### src/hdl/c6502s_pkg.sv
`timescale 1ns / 1ps

package c6502s_pkg;

    // Program memory size; the program counter wraps modulo this (a power of two).
    localparam int unsigned ROM_BYTES = 4096;
    localparam int unsigned PC_W      = 12;
    localparam logic [PC_W-1:0] PC_MASK = PC_W'(ROM_BYTES - 1);

    localparam int unsigned ZP_DEPTH = 256;
    localparam logic [7:0]  WSYNC_ADDR = 8'h02;

    // Supported opcodes
    localparam logic [7:0] OP_CLD     = 8'hD8;
    localparam logic [7:0] OP_SEI     = 8'h78;
    localparam logic [7:0] OP_LDX_IMM = 8'hA2;
    localparam logic [7:0] OP_LDY_IMM = 8'hA0;
    localparam logic [7:0] OP_LDA_IMM = 8'hA9;
    localparam logic [7:0] OP_TXS     = 8'h9A;
    localparam logic [7:0] OP_TXA     = 8'h8A;
    localparam logic [7:0] OP_INX     = 8'hE8;
    localparam logic [7:0] OP_INY     = 8'hC8;
    localparam logic [7:0] OP_DEX     = 8'hCA;
    localparam logic [7:0] OP_DEY     = 8'h88;
    localparam logic [7:0] OP_ASL_A   = 8'h0A;
    localparam logic [7:0] OP_STA_ZP  = 8'h85;
    localparam logic [7:0] OP_STA_ZPX = 8'h95;
    localparam logic [7:0] OP_STX_ZP  = 8'h86;
    localparam logic [7:0] OP_STY_ZP  = 8'h84;
    localparam logic [7:0] OP_BNE     = 8'hD0;
    localparam logic [7:0] OP_JMP_ABS = 8'h4C;
    localparam logic [7:0] OP_CPX_IMM = 8'hE0;
    localparam logic [7:0] OP_CPY_IMM = 8'hC0;
    localparam logic [7:0] OP_LDA_ZP  = 8'hA5;
    localparam logic [7:0] OP_INC_ZP  = 8'hE6;
    localparam logic [7:0] OP_NOP     = 8'hEA;

    typedef struct packed {
        logic [7:0]      acc;
        logic [7:0]      x;
        logic [7:0]      y;
        logic [7:0]      sp;
        logic            flag_z;
        logic            flag_d;
        logic            flag_i;
        logic [PC_W-1:0] pc;
    } t_arch;

    typedef struct packed {
        logic [PC_W-1:0] next_pc;
        logic            write_enable;
        logic [7:0]      write_address;
        logic [7:0]      write_data;
        logic            wsync_hit;
        logic            illegal_opcode;
        logic [7:0]      acc_value;
        logic [7:0]      x_value;
        logic [7:0]      y_value;
        logic            zero_flag;
    } t_result;

    // Reduce a raw address to the program space
    function automatic logic [PC_W-1:0] pc_wrap(input logic [15:0] addr);
        pc_wrap = addr[PC_W-1:0] & PC_MASK;
    endfunction

endpackage

### src/hdl/c6502s_zp_ram.sv
`timescale 1ns / 1ps

module c6502s_zp_ram import c6502s_pkg::*; (
    input  logic       i_clk,
    input  logic       i_rst_n,
    input  logic       i_rd_en,
    input  logic [7:0] i_rd_addr,
    input  logic       i_wr_en,
    input  logic [7:0] i_wr_addr,
    input  logic [7:0] i_wr_data,
    output logic [7:0] o_rd_data
);

    logic [7:0]          r_mem [ZP_DEPTH];
    logic [ZP_DEPTH-1:0] r_valid;
    logic [7:0]          r_rd_data;

    always_ff @(posedge i_clk) begin
        if (i_wr_en) begin
            r_mem[i_wr_addr] <= i_wr_data;
        end
    end

    // Entries never written read as zero
    always_ff @(posedge i_clk) begin
        if (!i_rst_n) begin
            r_valid <= '0;
        end else if (i_wr_en) begin
            r_valid[i_wr_addr] <= 1'b1;
        end
    end

    // Forward a write landing on the same edge as the read
    always_ff @(posedge i_clk) begin
        if (i_rd_en) begin
            if (i_wr_en && (i_wr_addr == i_rd_addr)) begin
                r_rd_data <= i_wr_data;
            end else if (r_valid[i_rd_addr]) begin
                r_rd_data <= r_mem[i_rd_addr];
            end else begin
                r_rd_data <= 8'h00;
            end
        end
    end

    assign o_rd_data = r_rd_data;

endmodule

### src/hdl/c6502s_exec.sv
`timescale 1ns / 1ps

module c6502s_exec import c6502s_pkg::*; (
    input  t_arch      i_state,
    input  logic [7:0] i_opcode,
    input  logic [7:0] i_operand_low,
    input  logic [7:0] i_operand_high,
    input  logic [7:0] i_zp_data,
    output t_arch      o_state,
    output t_result    o_result
);

    always_comb begin
        t_arch           n_st;
        logic [1:0]      len;
        logic            jumped;
        logic            illegal;
        logic            wr;
        logic [7:0]      waddr;
        logic [7:0]      wdata;
        logic [7:0]      tmp;
        logic [PC_W-1:0] target;

        n_st    = i_state;
        len     = 2'd1;
        jumped  = 1'b0;
        illegal = 1'b0;
        wr      = 1'b0;
        waddr   = 8'h00;
        wdata   = 8'h00;
        tmp     = 8'h00;
        target  = i_state.pc;

        unique case (i_opcode)
            OP_CLD: n_st.flag_d = 1'b0;
            OP_SEI: n_st.flag_i = 1'b1;
            OP_LDX_IMM: begin
                n_st.x      = i_operand_low;
                n_st.flag_z = (i_operand_low == 8'h00);
                len         = 2'd2;
            end
            OP_LDY_IMM: begin
                n_st.y      = i_operand_low;
                n_st.flag_z = (i_operand_low == 8'h00);
                len         = 2'd2;
            end
            OP_LDA_IMM: begin
                n_st.acc    = i_operand_low;
                n_st.flag_z = (i_operand_low == 8'h00);
                len         = 2'd2;
            end
            OP_TXS: n_st.sp = i_state.x;
            OP_TXA: begin
                n_st.acc    = i_state.x;
                n_st.flag_z = (i_state.x == 8'h00);
            end
            OP_INX: begin
                tmp         = i_state.x + 8'd1;
                n_st.x      = tmp;
                n_st.flag_z = (tmp == 8'h00);
            end
            OP_INY: begin
                tmp         = i_state.y + 8'd1;
                n_st.y      = tmp;
                n_st.flag_z = (tmp == 8'h00);
            end
            OP_DEX: begin
                tmp         = i_state.x - 8'd1;
                n_st.x      = tmp;
                n_st.flag_z = (tmp == 8'h00);
            end
            OP_DEY: begin
                tmp         = i_state.y - 8'd1;
                n_st.y      = tmp;
                n_st.flag_z = (tmp == 8'h00);
            end
            OP_ASL_A: begin
                tmp         = {i_state.acc[6:0], 1'b0};
                n_st.acc    = tmp;
                n_st.flag_z = (tmp == 8'h00);
            end
            OP_STA_ZP: begin
                wr    = 1'b1;
                waddr = i_operand_low;
                wdata = i_state.acc;
                len   = 2'd2;
            end
            OP_STA_ZPX: begin
                wr    = 1'b1;
                waddr = i_operand_low + i_state.x;
                wdata = i_state.acc;
                len   = 2'd2;
            end
            OP_STX_ZP: begin
                wr    = 1'b1;
                waddr = i_operand_low;
                wdata = i_state.x;
                len   = 2'd2;
            end
            OP_STY_ZP: begin
                wr    = 1'b1;
                waddr = i_operand_low;
                wdata = i_state.y;
                len   = 2'd2;
            end
            OP_INC_ZP: begin
                tmp         = i_zp_data + 8'd1;
                wr          = 1'b1;
                waddr       = i_operand_low;
                wdata       = tmp;
                n_st.flag_z = (tmp == 8'h00);
                len         = 2'd2;
            end
            OP_LDA_ZP: begin
                n_st.acc    = i_zp_data;
                n_st.flag_z = (i_zp_data == 8'h00);
                len         = 2'd2;
            end
            OP_CPX_IMM: begin
                n_st.flag_z = (i_state.x == i_operand_low);
                len         = 2'd2;
            end
            OP_CPY_IMM: begin
                n_st.flag_z = (i_state.y == i_operand_low);
                len         = 2'd2;
            end
            OP_BNE: begin
                len = 2'd2;
                if (!i_state.flag_z) begin
                    jumped = 1'b1;
                    target = pc_wrap(16'(i_state.pc + PC_W'(2)
                                         + {{(PC_W-8){i_operand_low[7]}}, i_operand_low}));
                end
            end
            OP_JMP_ABS: begin
                jumped = 1'b1;
                target = pc_wrap({i_operand_high, i_operand_low});
            end
            OP_NOP: ;
            default: illegal = 1'b1;
        endcase

        if (illegal) begin
            n_st.pc = i_state.pc;
        end else if (jumped) begin
            n_st.pc = target;
        end else begin
            n_st.pc = pc_wrap(16'(i_state.pc + PC_W'(len)));
        end

        o_state                 = n_st;
        o_result.next_pc        = n_st.pc;
        o_result.write_enable   = wr;
        o_result.write_address  = waddr;
        o_result.write_data     = wdata;
        o_result.wsync_hit      = wr && (waddr == WSYNC_ADDR);
        o_result.illegal_opcode = illegal;
        o_result.acc_value      = n_st.acc;
        o_result.x_value        = n_st.x;
        o_result.y_value        = n_st.y;
        o_result.zero_flag      = n_st.flag_z;
    end

endmodule

### src/hdl/cpu6502_subset_execute_core.sv
`timescale 1ns / 1ps
// Result path: the input transfer loads the input register, then execute writes the result
// register, from which the result transfer is taken.
// Throughput: one instruction per cycle while the result side is not stalled, set by the
// single execute pass and the registered zero-page read.
// Reset (i_rst_n low, synchronous): registers, flags and program counter go to zero,
// zero-page entries read as zero until written, both pipeline stages empty.

module cpu6502_subset_execute_core import c6502s_pkg::*; (
    input  logic            i_clk,
    input  logic            i_rst_n,
    // instruction channel
    input  logic            i_in_valid,
    output logic            o_in_ready,
    input  logic [7:0]      i_opcode,
    input  logic [7:0]      i_operand_low,
    input  logic [7:0]      i_operand_high,
    // result channel
    output logic            o_out_valid,
    input  logic            i_out_ready,
    output logic [PC_W-1:0] o_next_pc,
    output logic            o_write_enable,
    output logic [7:0]      o_write_address,
    output logic [7:0]      o_write_data,
    output logic            o_wsync_hit,
    output logic            o_illegal_opcode,
    output logic [7:0]      o_acc_value,
    output logic [7:0]      o_x_value,
    output logic [7:0]      o_y_value,
    output logic            o_zero_flag
);

    // Input stage
    logic       r_in_vld;
    logic [7:0] r_opcode;
    logic [7:0] r_operand_low;
    logic [7:0] r_operand_high;

    // Architectural state and result stage
    t_arch   r_arch;
    t_arch   n_arch;
    t_result n_result;
    t_result r_result;
    logic    r_out_vld;

    logic       in_xfer;
    logic       exec_go;
    logic [7:0] zp_data;

    // Execute when an instruction waits and the result register is free or being drained this cycle.
    assign exec_go    = r_in_vld && (!r_out_vld || i_out_ready);
    // The input stage takes a new transfer whenever it is empty or advancing.
    assign o_in_ready = !r_in_vld || exec_go;
    assign in_xfer    = i_in_valid && o_in_ready;

    always_ff @(posedge i_clk) begin
        if (!i_rst_n) begin
            r_in_vld <= 1'b0;
        end else if (in_xfer) begin
            r_in_vld <= 1'b1;
        end else if (exec_go) begin
            r_in_vld <= 1'b0;
        end
    end

    always_ff @(posedge i_clk) begin
        if (in_xfer) begin
            r_opcode       <= i_opcode;
            r_operand_low  <= i_operand_low;
            r_operand_high <= i_operand_high;
        end
    end

    // Zero-page read is launched on transfer, addressed by the operand byte, so the
    // data is ready when the instruction reaches execute. A write from the instruction
    // executing on that same edge is forwarded inside the RAM; no other write can
    // intervene while the instruction waits in the input stage.
    c6502s_zp_ram u_zp_ram (
        .i_clk     (i_clk),
        .i_rst_n   (i_rst_n),
        .i_rd_en   (in_xfer),
        .i_rd_addr (i_operand_low),
        .i_wr_en   (exec_go && n_result.write_enable),
        .i_wr_addr (n_result.write_address),
        .i_wr_data (n_result.write_data),
        .o_rd_data (zp_data)
    );

    c6502s_exec u_exec (
        .i_state        (r_arch),
        .i_opcode       (r_opcode),
        .i_operand_low  (r_operand_low),
        .i_operand_high (r_operand_high),
        .i_zp_data      (zp_data),
        .o_state        (n_arch),
        .o_result       (n_result)
    );

    // Commit state only when the instruction leaves the input stage.
    always_ff @(posedge i_clk) begin
        if (!i_rst_n) begin
            r_arch <= '0;
        end else if (exec_go) begin
            r_arch <= n_arch;
        end
    end

    // Result register: load on execute, drop after the output transfer.
    always_ff @(posedge i_clk) begin
        if (!i_rst_n) begin
            r_out_vld <= 1'b0;
        end else if (exec_go) begin
            r_out_vld <= 1'b1;
        end else if (i_out_ready) begin
            r_out_vld <= 1'b0;
        end
    end

    always_ff @(posedge i_clk) begin
        if (exec_go) begin
            r_result <= n_result;
        end
    end

    assign o_out_valid      = r_out_vld;
    assign o_next_pc        = r_result.next_pc;
    assign o_write_enable   = r_result.write_enable;
    assign o_write_address  = r_result.write_address;
    assign o_write_data     = r_result.write_data;
    assign o_wsync_hit      = r_result.wsync_hit;
    assign o_illegal_opcode = r_result.illegal_opcode;
    assign o_acc_value      = r_result.acc_value;
    assign o_x_value        = r_result.x_value;
    assign o_y_value        = r_result.y_value;
    assign o_zero_flag      = r_result.zero_flag;

endmodule

### config.mk
export PLATFORM = sky130hd
export DESIGN_NAME = cpu6502_subset_execute_core
export DESIGN_NICKNAME = d
export VERILOG_FILES = /design/src/hdl/c6502s_pkg.sv /design/src/hdl/c6502s_zp_ram.sv /design/src/hdl/c6502s_exec.sv /design/src/hdl/cpu6502_subset_execute_core.sv
export SDC_FILE = /design/constraint.sdc
export NUM_CORES = 2
export LEC_CHECK = 0
export BUFFER_PORTS_ARGS = -buffer_cell sky130_fd_sc_hd__buf_2
export CORE_ASPECT_RATIO = 0.75
export CORE_MARGIN = 1
export CORE_UTILIZATION = 55
export CTS_BUF_LIST = sky130_fd_sc_hd__clkbuf_8
export DETAILED_ROUTE_END_ITERATION = 12
export GPL_TIMING_DRIVEN = 1
export MAX_ROUTING_LAYER = met4
export PLACE_DENSITY = 0.81
export SLEW_MARGIN = 20
export SYNTH_ARGS = -nofsm -noshare
export SYNTH_HDL_FRONTEND = slang
export SYNTH_SLANG_ARGS = --single-unit
### constraint.sdc
create_clock -name i_clk -period 21.5 [get_ports i_clk]
set_input_delay 2.15 -clock i_clk [delete_from_list [all_inputs] [get_ports i_clk]]
set_output_delay 2.15 -clock i_clk [all_outputs]
set_load 0.01 [all_outputs]
### Word level (Yosys, flattened, before mapping)

Memories as Yosys holds them, arrays and structs flattened.
Index checks and enable logic that the tools add are counted.

* register bits: 379
* memory bits (writable): 2048
* output and inout bits: 58
* logic and storage cells: 117
* memories kept: 1

Memories
* u_zp_ram.r_mem: words 256, width 8, read ports 1, clocked after memory_dff 0, write ports 1, line c6502s_zp_ram.sv:14 `logic [7:0] r_mem [ZP_DEPTH];`

* $add $sub $neg: 9
* order comparisons: 3
* equality and inequality tests: 27
* mux-type cells: 27
* bitwise gates (word level): 1
* reductions and logical operators: 27

Operators with widths (count)
* $or 256x256->256: 1
* $eq 8x8->1 const B: 20
* $logic_not 8->1: 8
* $pmux 8 s4: 2
* $pmux 8 s3: 2
* $mux 12: 3
* $add 8x1->8 const B: 3
* $eq 8x8->1: 3
* $pmux 12 s2: 1
* $reduce_or 23->1: 1
* $lt 8x9->1 const B: 2
* $eq 8x7->1 const B: 2
* $mux 8: 2
* $pmux 8 s2: 1
* $sub 8x1->8 const B: 2
* $add 12x12->12: 1
* $add 12x2->12: 1
* $add 12x2->12 const B: 1
* $reduce_or 12->1: 1
* $mux 1: 11
* $pmux 1 s11: 1
* $add 8x8->8: 1
* $bmux 1 s8: 1
* $demux 1 s8: 1
* 14 further kinds: 22

### Longest topological paths before layout

* word-level depth: 8
* depth in mapped cells: 19
* gate-level depth less buffers: 17

### Hierarchy

A second synthesis with hierarchy kept.

* cells, all modules: 5487
* area total of the unflattened synthesis: 98167.9 um^2

Modules (own cells, without submodules)
* c6502s_zp_ram: times used 1, cells an instance 4519, area each 89265.6 um^2, sequential area each 66864.1 um^2
* c6502s_exec: times used 1, cells an instance 673, area each 4531.8 um^2, sequential area each 0.0 um^2
* cpu6502_subset_execute_core: times used 1, cells an instance 295, area each 4370.4 um^2, sequential area each 3383.2 um^2

### Worst setup path before layout

OpenSTA, ideal clock, no wires.

* kind: register -> register
* start: reg r_opcode[0]
* end: reg r_result (netlist bit o_write_data[5]) (data pin)
* setup time: 2.202 ns
* arrival: 11.167 ns
* required time: 19.298 ns
* setup slack: 8.130 ns
* cell stages (with the launch flop): 6
* period minus slack after synthesis: 13.370 ns
* cells stage by stage: edfxtp_1 -> buf_4 -> nand2b_2 -> or3_1 -> buf_2 -> o21ai_0

RTL lines
* from (decl): line cpu6502_subset_execute_core.sv:35 `logic [7:0] r_opcode;`
* from (signal assigned): line cpu6502_subset_execute_core.sv:68 `r_opcode <= i_opcode;`
* to (signal assigned): line cpu6502_subset_execute_core.sv:121 `r_result <= n_result;`
* to (decl): line cpu6502_subset_execute_core.sv:43 `t_result r_result;`

### Final worst setup path

* start: in i_operand_low[0]
* end: reg u_zp_ram.r_rd_data[5], in the netlist u_zp_ram.o_rd_data[5] (data pin)

* word-level cells in the longest chain between the ends: 4

Ends and longest elaborated chain
* from (decl): line cpu6502_subset_execute_core.sv:16 `input logic [7:0] i_operand_low,`
* $bmux 1 s8: line c6502s_zp_ram.sv:38 `end else if (r_valid[i_rd_addr]) begin`
* $mux 1 (not written as such): line c6502s_zp_ram.sv:38
* $mux 8: line c6502s_zp_ram.sv:38
* $mux 8 (*): line c6502s_zp_ram.sv:36 `if (i_wr_en && (i_wr_addr == i_rd_addr)) begin`
* to (signal assigned): line c6502s_zp_ram.sv:37 `r_rd_data <= i_wr_data;`
* to (signal assigned): line c6502s_zp_ram.sv:39 `r_rd_data <= r_mem[i_rd_addr];`
* to (decl): line c6502s_zp_ram.sv:16 `logic [7:0] r_rd_data;`

Mark *: on every way between the ends. The rest lies on a longest branch, timed or not. The select of a mux whose other input is x is not followed.
A chain may end at the register's enable or synchronous reset.

==> metrics <==
final hold vios 0; min setup slack post-route 14.29 ns; Mapped Cells 4871; Critical Path Fanout Max 71; Mean Syn Cell Area 19.83 µm²; GRT overflow 0; Static Leakage 38.52 nW; slowest stage cell on the critical path buf_4; WL/cell 29.42 µm; area share of the largest cell type after synthesis 0.6628; Cells on Worst Hold Path 1; Crit. path cell count 11; Worst-Margin Slew 1.253 ns; I/O pin count 86; post-synth cell types 92; fmax 0.1388 GHz; cts hold-fix bufs 0; worst vdd ir 0.06782 mV; endpoints failing setup 0; Clock Skews 0.09261 ns; gr usage total 0.2663; post-CTS setup buffer count 0; register area share after synthesis 0.7240; Clock transition at path regs 0.06 ns; number of global-route vias before repair 49500; Max clock buf depth 4; detailed-route DRC error count 0; Max Slew Vio Count 0; final core utilization 0.6115; initial antenna violation count 12; global-route wire length before repair 333500 µm; Syn-to-layout area delta 9.885%; commonest cells after routing, fill and taps aside 2132 x edfxtp_1, 705 x mux4_2, 393 x clkbuf_8; CTS tree built; required time of the critical path 22.26 ns; CP Capture Type flop; die height 364.9 µm; EDFF count, synth 2132; r2r worst-path depth 8; biggest area consumer among synthesized cells edfxtp_1; Crit Path Class in2reg; Port-buffer cells 81; YS warnings 0; Detailed Route Iter0 Violations 7423; outcome finished, final reports clean; Crit path buffers/inverters 4; DR vias/cell 6.559; pre-CTS WS 13.20 ns; Initial Util 0.5564; Clk Latency, worst-skew pair 1.09 ns; Rows 132; Sink Count 2427; element type at the critical path start input pin; proportion of layout cells with a drive suffix above 1 0.2608; root buffer cell clkbuf_8; Final #Nets 5177; HPWL after DPL 142300 µm; cts bufs inserted 362; synthesis-stage register bit count 2427; Pwr Total 8.860 mW; Synth area leaders edfxtp_1 66%, mux4_2 16%, dfxtp_1 6.1%, o21a_1 2.0%, nor2_1 0.97%; Synth async-reset ratio 0; slowest cell delay on critical path 0.85 ns; Fin Setup TNS 0 ns; Synthesized Nets 4942; HP Class reg2reg; via count 50760; most frequent CP cell buf_4; largest net degree at the start of global routing 183; DIE AREA 177300 µm²; CP Cell Sequence buf_8, buf_4, buf_4, buf_4, mux4_2, mux4_2, a22o_1, a221oi_1, o221ai_1, and2_1, mux2_2; Routed WL 227700 µm; Main synth FF type edfxtp_1; Pwr Density 83.48 nW/µm²; Final ANT Viol Nets 0; cell family with most CP delay buffers and inverters; Die Span X 485.9 µm; cts repair resizes 0; max-cap violations 0; core area 173600 µm²; commonest non-fill, non-tap cell in the layout edfxtp_1; CTS H-Tree Depth 5; fin crit share 0.3352; gpl congestion 0.9044; synthesized cell area 96590 µm²; First-pass DRT Iterations 8; post-layout minimum cycle time 7.207 ns; Crit path arrival time 7.97 ns; RSZ-0062 raised after global routing false; Slew headroom 0.1624
==> final cells by class <==
cell class,count,area [µm²]
clock inverters,248,1189
fillers,11500,67440
clock buffers,393,5409
diodes,10,25.02
flip-flops and latches,2427,69930
well taps,2345,2934
inverters,38,152.6
repair buffers,164,1160
multi-input cells,2113,25340
==> Yosys cell counts, types with 46 or more instances <==
master       n
clkbuf_1   163
mux4_2     705
nor2b_1    110
dfxtp_1    295
buf_2       61
a21oi_1     50
nand3_1     46
o21a_1     257
nor2_1     249
edfxtp_1  2132
a22oi_1     63
nand2_1    104
==> power breakdown <==
group / internal [mW] / switching (mW) / total, mW
Combinational: 0.121 / 0.181 / 0.301
Clock: 1.74 / 1.73 / 3.47
Sequential: 5.07 / 0.0200 / 5.09
Total: 6.93 / 1.93 / 8.86
==> per-stage QoR <==
step,hold slack (ns),cell area [µm²],instances
detailed placement,0.4476,99400,7080
CTS,0.4614,106000,7721
global placement,0.4407,99370,7079
global route,0.4775,106100,7735
finish,0.4571,106100,7738
floorplan,0.4354,96590,4871
==> metal layers <==
metal,track usage,up-vias,part of all wire
met4,0.07456,0,0.023
met2,0.3784,3312,0.45
met5,-,-,0
met1,0.3795,26390,0.39
met3,0.07399,409,0.13
li1,-,20640,-
==> final timing paths <==
path | startpoint | end | slack [ns]
worst max register to register | r_opcode[7] | u_zp_ram.r_mem[82][1] | 15.58
worst max-delay path | i_operand_low[0] | u_zp_ram.o_rd_data[5] | 14.29
worst min register to register | u_zp_ram.r_valid[118] | u_zp_ram.r_valid[118] | 0.46
worst min-delay path | u_zp_ram.r_valid[118] | u_zp_ram.r_valid[118] | 0.46
==> flip-flops by register name, summed over array words and instances (netlist names) <==
| signal | count |
|---|---|
| o_next_pc | 12 |
| u_zp_ram.r_mem | 2048 |
| r_in_vld | 1 |
| u_zp_ram.r_valid | 256 |
| o_zero_flag | 1 |
| o_out_valid | 1 |
| o_y_value | 8 |
| r_opcode | 8 |
| r_arch | 37 |
| o_write_address | 8 |
| o_acc_value | 8 |
| o_illegal_opcode | 1 |
| o_write_data | 8 |
| o_wsync_hit | 1 |
| o_write_enable | 1 |
| o_x_value | 8 |
| r_operand_high | 4 |
| u_zp_ram.o_rd_data | 8 |
| r_operand_low | 8 |
==> cells by family (layout without fill, tap and decap cells) <==
logic type      Yosys count  count (layout)  share of synthesized area
compound gates          589             589                    0.04560
xor+xnor                 40              40                   0.003627
fa+ha+maj                43              43                   0.005803
buf+inv                 331             843                    0.01529
flops                  2427            2427                     0.7240
mux                     752             752                     0.1695
other cells               0              10                          0
simple gates            689             689                    0.03623
(Power assumes the default switching activity.)
